### src/hw/rtl/ett_pkg.sv
package ett_pkg;

    localparam int ACTION_W = 2;
    localparam int EVENT_W  = 32;
    localparam int DUR_W    = 24;
    localparam int DATA_W   = 32;
    localparam int STEP_W   = 16;
    localparam int SLOT_W   = 4;
    localparam int KIND_W   = 2;

    localparam logic [STEP_W-1:0] STEP_RESET = 16'd100;

    typedef enum logic [ACTION_W-1:0] {
        ACT_SET     = 2'd0,
        ACT_RESTART = 2'd1,
        ACT_DELETE  = 2'd2,
        ACT_TICK    = 2'd3
    } t_action;

    typedef enum logic [KIND_W-1:0] {
        KIND_SET_DONE  = 2'd0,
        KIND_DEL_DONE  = 2'd1,
        KIND_EXPIRED   = 2'd2,
        KIND_TICK_DONE = 2'd3
    } t_kind;

    // one slot of the timer memory
    typedef struct packed {
        logic [DUR_W-1:0]   remaining;
        logic [EVENT_W-1:0] event_id;
        logic [DATA_W-1:0]  user_data;
    } t_slot_word;

    localparam int SLOT_WORD_W = $bits(t_slot_word);

    // verdict of the slot evaluator on the slot under scan
    typedef struct packed {
        logic             hit;
        logic             live;
        logic [DUR_W-1:0] rem_next;
    } t_eval;

    typedef struct packed {
        t_kind              kind;
        logic               ok;
        logic [SLOT_W-1:0]  slot;
        logic [EVENT_W-1:0] expired_event;
        logic [DATA_W-1:0]  expired_data;
        logic               last;
    } t_result;

endpackage

### src/hw/rtl/ett_ram.sv
module ett_ram #(
    parameter int WIDTH = 88,
    parameter int DEPTH = 16
) (
    input  logic                                      i_clk,
    input  logic                                      i_we,
    input  logic [((DEPTH > 1) ? $clog2(DEPTH) : 1)-1:0] i_waddr,
    input  logic [WIDTH-1:0]                          i_wdata,
    input  logic [((DEPTH > 1) ? $clog2(DEPTH) : 1)-1:0] i_raddr,
    output logic [WIDTH-1:0]                          o_rdata
);

    logic [WIDTH-1:0] r_mem [DEPTH];

    always_ff @(posedge i_clk) begin
        if (i_we) begin
            r_mem[i_waddr] <= i_wdata;
        end
        o_rdata <= r_mem[i_raddr];
    end

endmodule

### src/hw/rtl/ett_slot_eval.sv
module ett_slot_eval (
    input  ett_pkg::t_slot_word                i_word,
    input  logic                               i_busy,
    input  logic [ett_pkg::EVENT_W-1:0]        i_event,
    input  logic [ett_pkg::STEP_W-1:0]         i_step,
    output ett_pkg::t_eval                     o_eval
);

    logic [ett_pkg::DUR_W-1:0] step_ext;

    assign step_ext = ett_pkg::DUR_W'(i_step);

    always_comb begin
        o_eval.hit      = i_busy && (i_word.event_id == i_event);
        o_eval.live     = i_word.remaining > step_ext;
        o_eval.rem_next = i_word.remaining - step_ext;
    end

endmodule

### src/hw/rtl/event_timer_table_core.sv
// channel   direction  handshake                       payload
// command   in         start high while busy low       i_action i_event_id i_duration i_user_data
// result    out        o_strobe, one cycle, no stall   o_kind o_ok o_slot o_expired_event
//                                                      o_expired_data o_last
// config    in         i_cfg_valid and o_cfg_ready     i_cfg_data (tick step)
//
// an item scans the slots one per cycle through the single read port of the slot
// memory; set stops at the first idle slot, restart at the first live match and
// delete at the first match, and a tick visits every slot before tick done.
// busy is high from the cycle after acceptance until the final result is shown.
// reset clears the busy bits and control and loads a tick step of 100; slot contents
// are not cleared. results cannot be held off: one strobe per result, at most one a cycle.
module event_timer_table_core #(
    parameter int NUM_SLOTS = 16
) (
    input  logic                         i_clk,
    input  logic                         i_rst_n,
    input  logic                         start,
    output logic                         busy,
    input  logic [ett_pkg::ACTION_W-1:0] i_action,
    input  logic [ett_pkg::EVENT_W-1:0]  i_event_id,
    input  logic [ett_pkg::DUR_W-1:0]    i_duration,
    input  logic [ett_pkg::DATA_W-1:0]   i_user_data,
    input  logic                         i_cfg_valid,
    output logic                         o_cfg_ready,
    input  logic [ett_pkg::STEP_W-1:0]   i_cfg_data,
    output logic                         o_strobe,
    output logic [ett_pkg::KIND_W-1:0]   o_kind,
    output logic                         o_ok,
    output logic [ett_pkg::SLOT_W-1:0]   o_slot,
    output logic [ett_pkg::EVENT_W-1:0]  o_expired_event,
    output logic [ett_pkg::DATA_W-1:0]   o_expired_data,
    output logic                         o_last
);

    localparam int IDXW = (NUM_SLOTS > 1) ? $clog2(NUM_SLOTS) : 1;
    localparam logic [IDXW-1:0] LAST_IDX = IDXW'(NUM_SLOTS - 1);

    typedef enum logic [1:0] {
        S_IDLE,
        S_SCAN,
        S_FINISH
    } t_state;

    t_state                       r_state, n_state;
    ett_pkg::t_action             r_action, n_action;
    logic [ett_pkg::EVENT_W-1:0]  r_event, n_event;
    logic [ett_pkg::DUR_W-1:0]    r_duration, n_duration;
    logic [ett_pkg::DATA_W-1:0]   r_data, n_data;
    logic [ett_pkg::STEP_W-1:0]   r_step, n_step;
    logic [NUM_SLOTS-1:0]         r_busy, n_busy;
    logic [IDXW-1:0]              r_rd_idx, n_rd_idx;
    logic                         r_rd_more, n_rd_more;
    logic [IDXW-1:0]              r_ev_idx, n_ev_idx;
    logic                         r_ev_vld, n_ev_vld;
    logic                         r_have_free, n_have_free;
    logic [IDXW-1:0]              r_free_idx, n_free_idx;
    logic                         r_strobe, n_strobe;
    ett_pkg::t_result             r_res, n_res;

    logic                         ram_we;
    logic [IDXW-1:0]              ram_waddr;
    ett_pkg::t_slot_word          ram_wdata;
    ett_pkg::t_slot_word          rd_word;
    logic [ett_pkg::SLOT_WORD_W-1:0] rd_bits;
    logic                         ev_busy;
    ett_pkg::t_eval               ev;

    function automatic ett_pkg::t_result make_result(
        input ett_pkg::t_kind              kind,
        input logic                        ok,
        input logic [IDXW-1:0]             idx,
        input logic [ett_pkg::EVENT_W-1:0] xev,
        input logic [ett_pkg::DATA_W-1:0]  xdata,
        input logic                        last
    );
        ett_pkg::t_result res;
        res.kind          = kind;
        res.ok            = ok;
        res.slot          = ett_pkg::SLOT_W'(idx);
        res.expired_event = xev;
        res.expired_data  = xdata;
        res.last          = last;
        return res;
    endfunction

    ett_ram #(
        .WIDTH (ett_pkg::SLOT_WORD_W),
        .DEPTH (NUM_SLOTS)
    ) u_slot_ram (
        .i_clk   (i_clk),
        .i_we    (ram_we),
        .i_waddr (ram_waddr),
        .i_wdata (ram_wdata),
        .i_raddr (r_rd_idx),
        .o_rdata (rd_bits)
    );

    assign rd_word = rd_bits;
    assign ev_busy = r_busy[r_ev_idx];

    ett_slot_eval u_slot_eval (
        .i_word  (rd_word),
        .i_busy  (ev_busy),
        .i_event (r_event),
        .i_step  (r_step),
        .o_eval  (ev)
    );

    always_comb begin
        n_state     = r_state;
        n_action    = r_action;
        n_event     = r_event;
        n_duration  = r_duration;
        n_data      = r_data;
        n_step      = r_step;
        n_busy      = r_busy;
        n_rd_idx    = r_rd_idx;
        n_rd_more   = r_rd_more;
        n_ev_idx    = r_ev_idx;
        n_ev_vld    = r_ev_vld;
        n_have_free = r_have_free;
        n_free_idx  = r_free_idx;
        n_strobe    = 1'b0;
        n_res       = r_res;
        ram_we      = 1'b0;
        ram_waddr   = r_ev_idx;
        ram_wdata   = rd_word;

        if (i_cfg_valid && o_cfg_ready) begin
            n_step = i_cfg_data;
        end

        unique case (r_state)
            S_IDLE: begin
                if (start) begin
                    n_action    = ett_pkg::t_action'(i_action);
                    n_event     = i_event_id;
                    n_duration  = i_duration;
                    // plain set arms with a zero data word
                    n_data      = (ett_pkg::t_action'(i_action) == ett_pkg::ACT_SET) ?
                                  '0 : i_user_data;
                    n_rd_idx    = '0;
                    n_rd_more   = 1'b1;
                    n_ev_vld    = 1'b0;
                    n_have_free = 1'b0;
                    n_state     = S_SCAN;
                end
            end
            S_SCAN: begin
                // read side runs one slot ahead of the evaluator
                n_ev_vld = r_rd_more;
                if (r_rd_more) begin
                    n_ev_idx = r_rd_idx;
                    if (r_rd_idx == LAST_IDX) begin
                        n_rd_more = 1'b0;
                    end else begin
                        n_rd_idx = r_rd_idx + 1'b1;
                    end
                end
                if (r_ev_vld) begin
                    unique case (r_action)
                        ett_pkg::ACT_SET: begin
                            if (!ev_busy) begin
                                ram_we           = 1'b1;
                                ram_wdata        = '{r_duration, r_event, r_data};
                                n_busy[r_ev_idx] = 1'b1;
                                n_strobe         = 1'b1;
                                n_res = make_result(ett_pkg::KIND_SET_DONE, 1'b1,
                                                    r_ev_idx, '0, '0, 1'b1);
                                n_state          = S_IDLE;
                            end
                        end
                        ett_pkg::ACT_RESTART: begin
                            if (ev.hit && ev.live) begin
                                ram_we    = 1'b1;
                                ram_wdata = '{r_duration, rd_word.event_id,
                                              rd_word.user_data};
                                n_strobe  = 1'b1;
                                n_res = make_result(ett_pkg::KIND_SET_DONE, 1'b1,
                                                    r_ev_idx, '0, '0, 1'b1);
                                n_state   = S_IDLE;
                            end else if (!ev_busy && !r_have_free) begin
                                n_have_free = 1'b1;
                                n_free_idx  = r_ev_idx;
                            end
                        end
                        ett_pkg::ACT_DELETE: begin
                            if (ev.hit) begin
                                n_busy[r_ev_idx] = 1'b0;
                                n_strobe         = 1'b1;
                                n_res = make_result(ett_pkg::KIND_DEL_DONE, 1'b1,
                                                    r_ev_idx, '0, '0, 1'b1);
                                n_state          = S_IDLE;
                            end
                        end
                        ett_pkg::ACT_TICK: begin
                            if (ev_busy) begin
                                if (ev.live) begin
                                    ram_we    = 1'b1;
                                    ram_wdata = '{ev.rem_next, rd_word.event_id,
                                                  rd_word.user_data};
                                end else begin
                                    n_busy[r_ev_idx] = 1'b0;
                                    n_strobe         = 1'b1;
                                    n_res = make_result(ett_pkg::KIND_EXPIRED, 1'b0,
                                                        r_ev_idx, rd_word.event_id,
                                                        rd_word.user_data, 1'b0);
                                end
                            end
                        end
                        default: ;
                    endcase
                    if (r_ev_idx == LAST_IDX && n_state == S_SCAN) begin
                        n_state = S_FINISH;
                    end
                end
            end
            S_FINISH: begin
                n_strobe = 1'b1;
                n_state  = S_IDLE;
                unique case (r_action)
                    ett_pkg::ACT_SET: begin
                        n_res = make_result(ett_pkg::KIND_SET_DONE, 1'b0, '0, '0, '0, 1'b1);
                    end
                    ett_pkg::ACT_RESTART: begin
                        // no live match: allocate the lowest idle slot seen in the scan
                        if (r_have_free) begin
                            ram_we             = 1'b1;
                            ram_waddr          = r_free_idx;
                            ram_wdata          = '{r_duration, r_event, r_data};
                            n_busy[r_free_idx] = 1'b1;
                            n_res = make_result(ett_pkg::KIND_SET_DONE, 1'b1,
                                                r_free_idx, '0, '0, 1'b1);
                        end else begin
                            n_res = make_result(ett_pkg::KIND_SET_DONE, 1'b0,
                                                '0, '0, '0, 1'b1);
                        end
                    end
                    ett_pkg::ACT_DELETE: begin
                        n_res = make_result(ett_pkg::KIND_DEL_DONE, 1'b0, '0, '0, '0, 1'b1);
                    end
                    ett_pkg::ACT_TICK: begin
                        n_res = make_result(ett_pkg::KIND_TICK_DONE, 1'b0, '0, '0, '0, 1'b1);
                    end
                    default: ;
                endcase
            end
            default: begin
                n_state = S_IDLE;
            end
        endcase
    end

    always_ff @(posedge i_clk) begin
        r_action   <= n_action;
        r_event    <= n_event;
        r_duration <= n_duration;
        r_data     <= n_data;
        r_rd_idx   <= n_rd_idx;
        r_ev_idx   <= n_ev_idx;
        r_free_idx <= n_free_idx;
        r_res      <= n_res;
        if (!i_rst_n) begin
            r_state     <= S_IDLE;
            r_step      <= ett_pkg::STEP_RESET;
            r_busy      <= '0;
            r_rd_more   <= 1'b0;
            r_ev_vld    <= 1'b0;
            r_have_free <= 1'b0;
            r_strobe    <= 1'b0;
        end else begin
            r_state     <= n_state;
            r_step      <= n_step;
            r_busy      <= n_busy;
            r_rd_more   <= n_rd_more;
            r_ev_vld    <= n_ev_vld;
            r_have_free <= n_have_free;
            r_strobe    <= n_strobe;
        end
    end

    assign busy            = (r_state != S_IDLE);
    assign o_cfg_ready     = (r_state == S_IDLE);
    assign o_strobe        = r_strobe;
    assign o_kind          = r_res.kind;
    assign o_ok            = r_res.ok;
    assign o_slot          = r_res.slot;
    assign o_expired_event = r_res.expired_event;
    assign o_expired_data  = r_res.expired_data;
    assign o_last          = r_res.last;

endmodule

### config.mk
export PLATFORM = sky130hd
export DESIGN_NAME = event_timer_table_core
export DESIGN_NICKNAME = d
export VERILOG_FILES = /design/src/hw/rtl/ett_pkg.sv /design/src/hw/rtl/ett_ram.sv /design/src/hw/rtl/ett_slot_eval.sv /design/src/hw/rtl/event_timer_table_core.sv
export SDC_FILE = /design/constraint.sdc
export NUM_CORES = 2
export LEC_CHECK = 0
export BUFFER_PORTS_ARGS = -buffer_cell sky130_fd_sc_hd__buf_2
export CAP_MARGIN = 20
export CORE_MARGIN = 2
export CORE_UTILIZATION = 40
export DETAILED_ROUTE_END_ITERATION = 16
export SETUP_SLACK_MARGIN = 0.05
export SYNTH_ARGS = -nofsm -noshare
export SYNTH_HDL_FRONTEND = slang
export SYNTH_SLANG_ARGS = --single-unit
### constraint.sdc
create_clock -name i_clk -period 8.7 [get_ports i_clk]
set_input_delay 0.435 -clock i_clk [delete_from_list [all_inputs] [get_ports i_clk]]
set_output_delay 0.435 -clock i_clk [all_outputs]
set_load 0.01 [all_outputs]
==> summary.md <==
| Metric | Value |
|---|---|
| Initial antenna violation count | `12` |
| Data arrival time of the critical path | `5.89 ns` |
| Final TNS setup | `0 ns` |
| Endpoint, Worst Hold | `r_step[15]` |
| Count of pins over their slew limit | `0` |
| Buffers added on ports | `between 150 and 200` |
| Dominant cells by area after synthesis | `edfxtp_1, mux4_2, dfxtp_1` |
| Total Power | `roughly 22 mW` |
| Vias in the first global route | `approximately 34,000` |
| Cell area after synthesis | `0.0662 sq mm` |
| Die H | `about 410 microns` |
| Avg Synthesized Cell Area | `20.8 sq um` |
| R2R Setup Slk | `3.23 ns` |
| Worst VDD drop | `approximately 0.21 mV` |
| Hold Fails Final Rpt | `0` |
| Max-cap violations | `0` |
| Post-synth EDFFs | `~1,600` |
| Power per cell area | `282 mW/mm^2` |
| Leakage | `24.7 nW` |
| Critical-path cell list | `xor2_1, nor4_1, nand4_1, nor2_1, o2111ai_1, a211oi_1, a32oi_1, nor2_4, buf_4` |
| Pin slew with the least headroom to its limit | `between 1 and 1.5 ns` |
| CTS Sinks | `~1,700` |
| RSZ-0062 raised after global routing | `false` |
| Dominant synthesized flop cell | `edfxtp_1` |
| Total core area | `0.165 sq mm` |
| Post-route DRC | `0` |
| CTS Root Cell | `clkbuf_16` |
| Dpl cells | `between 5,000 and 6,000` |
| Chip Width | `between 400 and 500 microns` |
| First-pass GRT wire length | `about 250,000 microns` |
| # IOs | `185` |
| DR vias | `between 30,000 and 40,000` |
| Drt total wl | `172,000 microns` |
| Slowest stage delay, CP | `around 0.90 ns` |
| Hold depth | `3` |
| Global route overflow | `0` |
| Post-synth top area cell | `edfxtp_1` |
| CTS tree | `yes` |
| Final Skew | `around 0.028 ns` |
| CTS buffer count | `169` |
| Crit path max fanout | `35` |
| Largest net degree at the start of global routing | `approximately 110` |
| Critical-path top delay cell | `nor2_4` |
| Hold path start | `i_cfg_data[15]` |
| Post-synthesis cell count | `3,184` |
| Final net count | `between 3,000 and 4,000` |
| Synth Warn # | `0` |
| Initial Utilization | `40.2%` |
| WL per Instance | `roughly 29 microns` |
| Min cycle time layout | `about 5.5 ns` |
| Reg2Reg Depth | `9` |
| Clk slew on worst S/H paths | `approximately 0.060 ns` |
| H-tree levels | `4` |
| Syn_nets | `~3,300` |
| Total track usage | `20.3%` |
| ANT nets after route | `0` |
| Reg2reg start | `r_event[4]` |
| Kind of critical path | `reg2reg` |
| Row Count | `~150` |
| Worst min-delay path category | `in2reg` |
| Fin Hold WS | `~0.043 ns` |
| GPL Wtd Cong | `roughly 0.90` |
| Fin area | `just under 0.08 sq mm` |
| Commonest non-fill, non-tap cell in the layout | `edfxtp_1` |
| Via density per instance | `between 5 and 6` |
| Initial DRC count | `roughly 4,500` |
| Layout cells sized above 1 | `~28%` |
| Distinct cells, synth | `70` |
| FF-to-FF End | `u_slot_ram.r_mem[3][4]` |
| Tcrit/Tclk final | `62.9%` |
| DP Area | `0.0703 sq mm` |
| Crit end category | `flip-flop` |
| Insertion delay to the later sink of the worst-skew pair | `0.80 ns` |
| Die ar. | `~0.17 sq mm` |
| Post-CTS Setup Bufs | `0` |
| Synth Register Bits | `1,708` |
| Startpoint types | `flip-flop` |
| Status | `complete, no violations` |
| Dpl hpwl | `slightly above 90,000 microns` |
| Clk buf depth | `3` |
| Fin cells | `slightly below 6,000` |
| Commonest non-fill, non-tap cells in the layout | `edfxtp_1, mux4_2, buf_2` |
| Top cell type's share of synthesized area | `71.7%` |
| Sequential area share after synthesis | `75.5%` |
| Post-synth ARST share | `0%` |
| Layout area overhead | `16.3%` |
| Worst slew margin | `approximately a fifth` |
| TritonRoute pass-1 iters | `9` |
| Final setup viols | `0` |
| Worst Path Required | `9.12 ns` |
| Fmax | `about 180 MHz` |
logic make-up after synthesis:
group / Yosys count / share of synthesized area (%)
adder cells (fa/ha/maj): 21 / 0.408
AND/OR/NAND/NOR: 398 / 3.01
buffers and inverters: 215 / 1.25
multiplexers: 471 / 15.5
XOR/XNOR: 49 / 0.648
flip-flops: 1708 / 75.5
AO/OA/AOI/OAI: 322 / 3.61
where the power goes:
part / switching, mW / total (mW) / internal (mW)
Sequential: 0.272 / 10.5 / 10.2
Clock: 3.12 / 7.37 / 4.24
Combinational: 2.33 / 3.89 / 1.56
Total: 5.72 / 21.7 / 16.0
critical path: cells and delay by family, from the launching register on:
| kind | cells | cell delay, ns |
|---|---|---|
| simple gates | 4 | 2.48 |
| compound gates | 3 | 1.27 |
| buf+inv | 1 | 0.68 |
| flops | 1 | 0.42 |
| xor+xnor | 1 | 0.19 |
cell usage after synthesis, types with 14 or more instances:
library cell  number
xor2_1            38
a22o_1            41
buf_1             37
a21boi_0          14
nor3_1            18
a31oi_1           17
a21oi_1           37
ha_1              20
nand4_1           15
nor2_1            68
o21bai_1          14
and2_1            76
mux2_2            20
nand3_1           19
dfxtp_1          126
nand2_1          117
o21ai_0           52
nor2b_1           43
a22oi_1           34
mux4_2           444
clkbuf_1         128
inv_1             43
nor4_1            15
edfxtp_1        1582
stage by stage:
stage / util [%] / worst slack (ns)
after floorplan: - / 2.14
after global placement: 42.6 / 3.58
after detailed placement: 42.7 / 3.52
after CTS: 46.7 / 3.49
after global routing: 46.8 / 3.16
final: 46.8 / 3.23
cell type report:
class / count / area [sq um]
diodes: 1 / 2.50
repair buffers: 381 / 2870
flip-flops and latches: 1708 / 50000
inverters: 43 / 166
multi-input cells: 1261 / 15500
clock inverters: 94 / 956
clock buffers: 224 / 4700
well taps: 2189 / 2740
fillers: 13600 / 87600
routing by layer:
metal  routed length, microns  GRT usage (%)
met5                       38              0
met2                    79300           31.0
met4                     3790           5.46
met1                    74700           30.1
met3                    13800           3.65
sequential cells by signal, summed over array words and instances (netlist names), 2 cells and up, named ones only:
signal / count
r_data: 32
r_duration: 24
u_slot_ram.r_mem: 1408
r_state: 2
o_kind: 2
o_expired_event: 32
r_step: 16
r_rd_idx: 4
o_slot: 4
r_free_idx: 4
r_ev_idx: 4
r_event: 32
o_expired_data: 32
u_slot_ram.o_rdata: 88
r_action: 2
worst max-delay path by stage:
stage,start,endpoint,cells past startpoint
after floorplan,r_step[8],u_slot_ram.r_mem[1][0],11
after global placement,r_event[28],u_slot_ram.r_mem[3][10],9
after detailed placement,r_event[28],u_slot_ram.r_mem[3][7],9
after CTS,r_event[28],u_slot_ram.r_mem[3][7],9
after global routing,r_event[7],u_slot_ram.r_mem[3][5],9
final,r_event[4],u_slot_ram.r_mem[3][4],9
timing repair:
item,4_1_cts,5_1_grt
hold endpoints to repair,103,0
hold buffers,103,0
gates resized for setup,0,0
No activity file was read; power rests on OpenSTA's default activity.
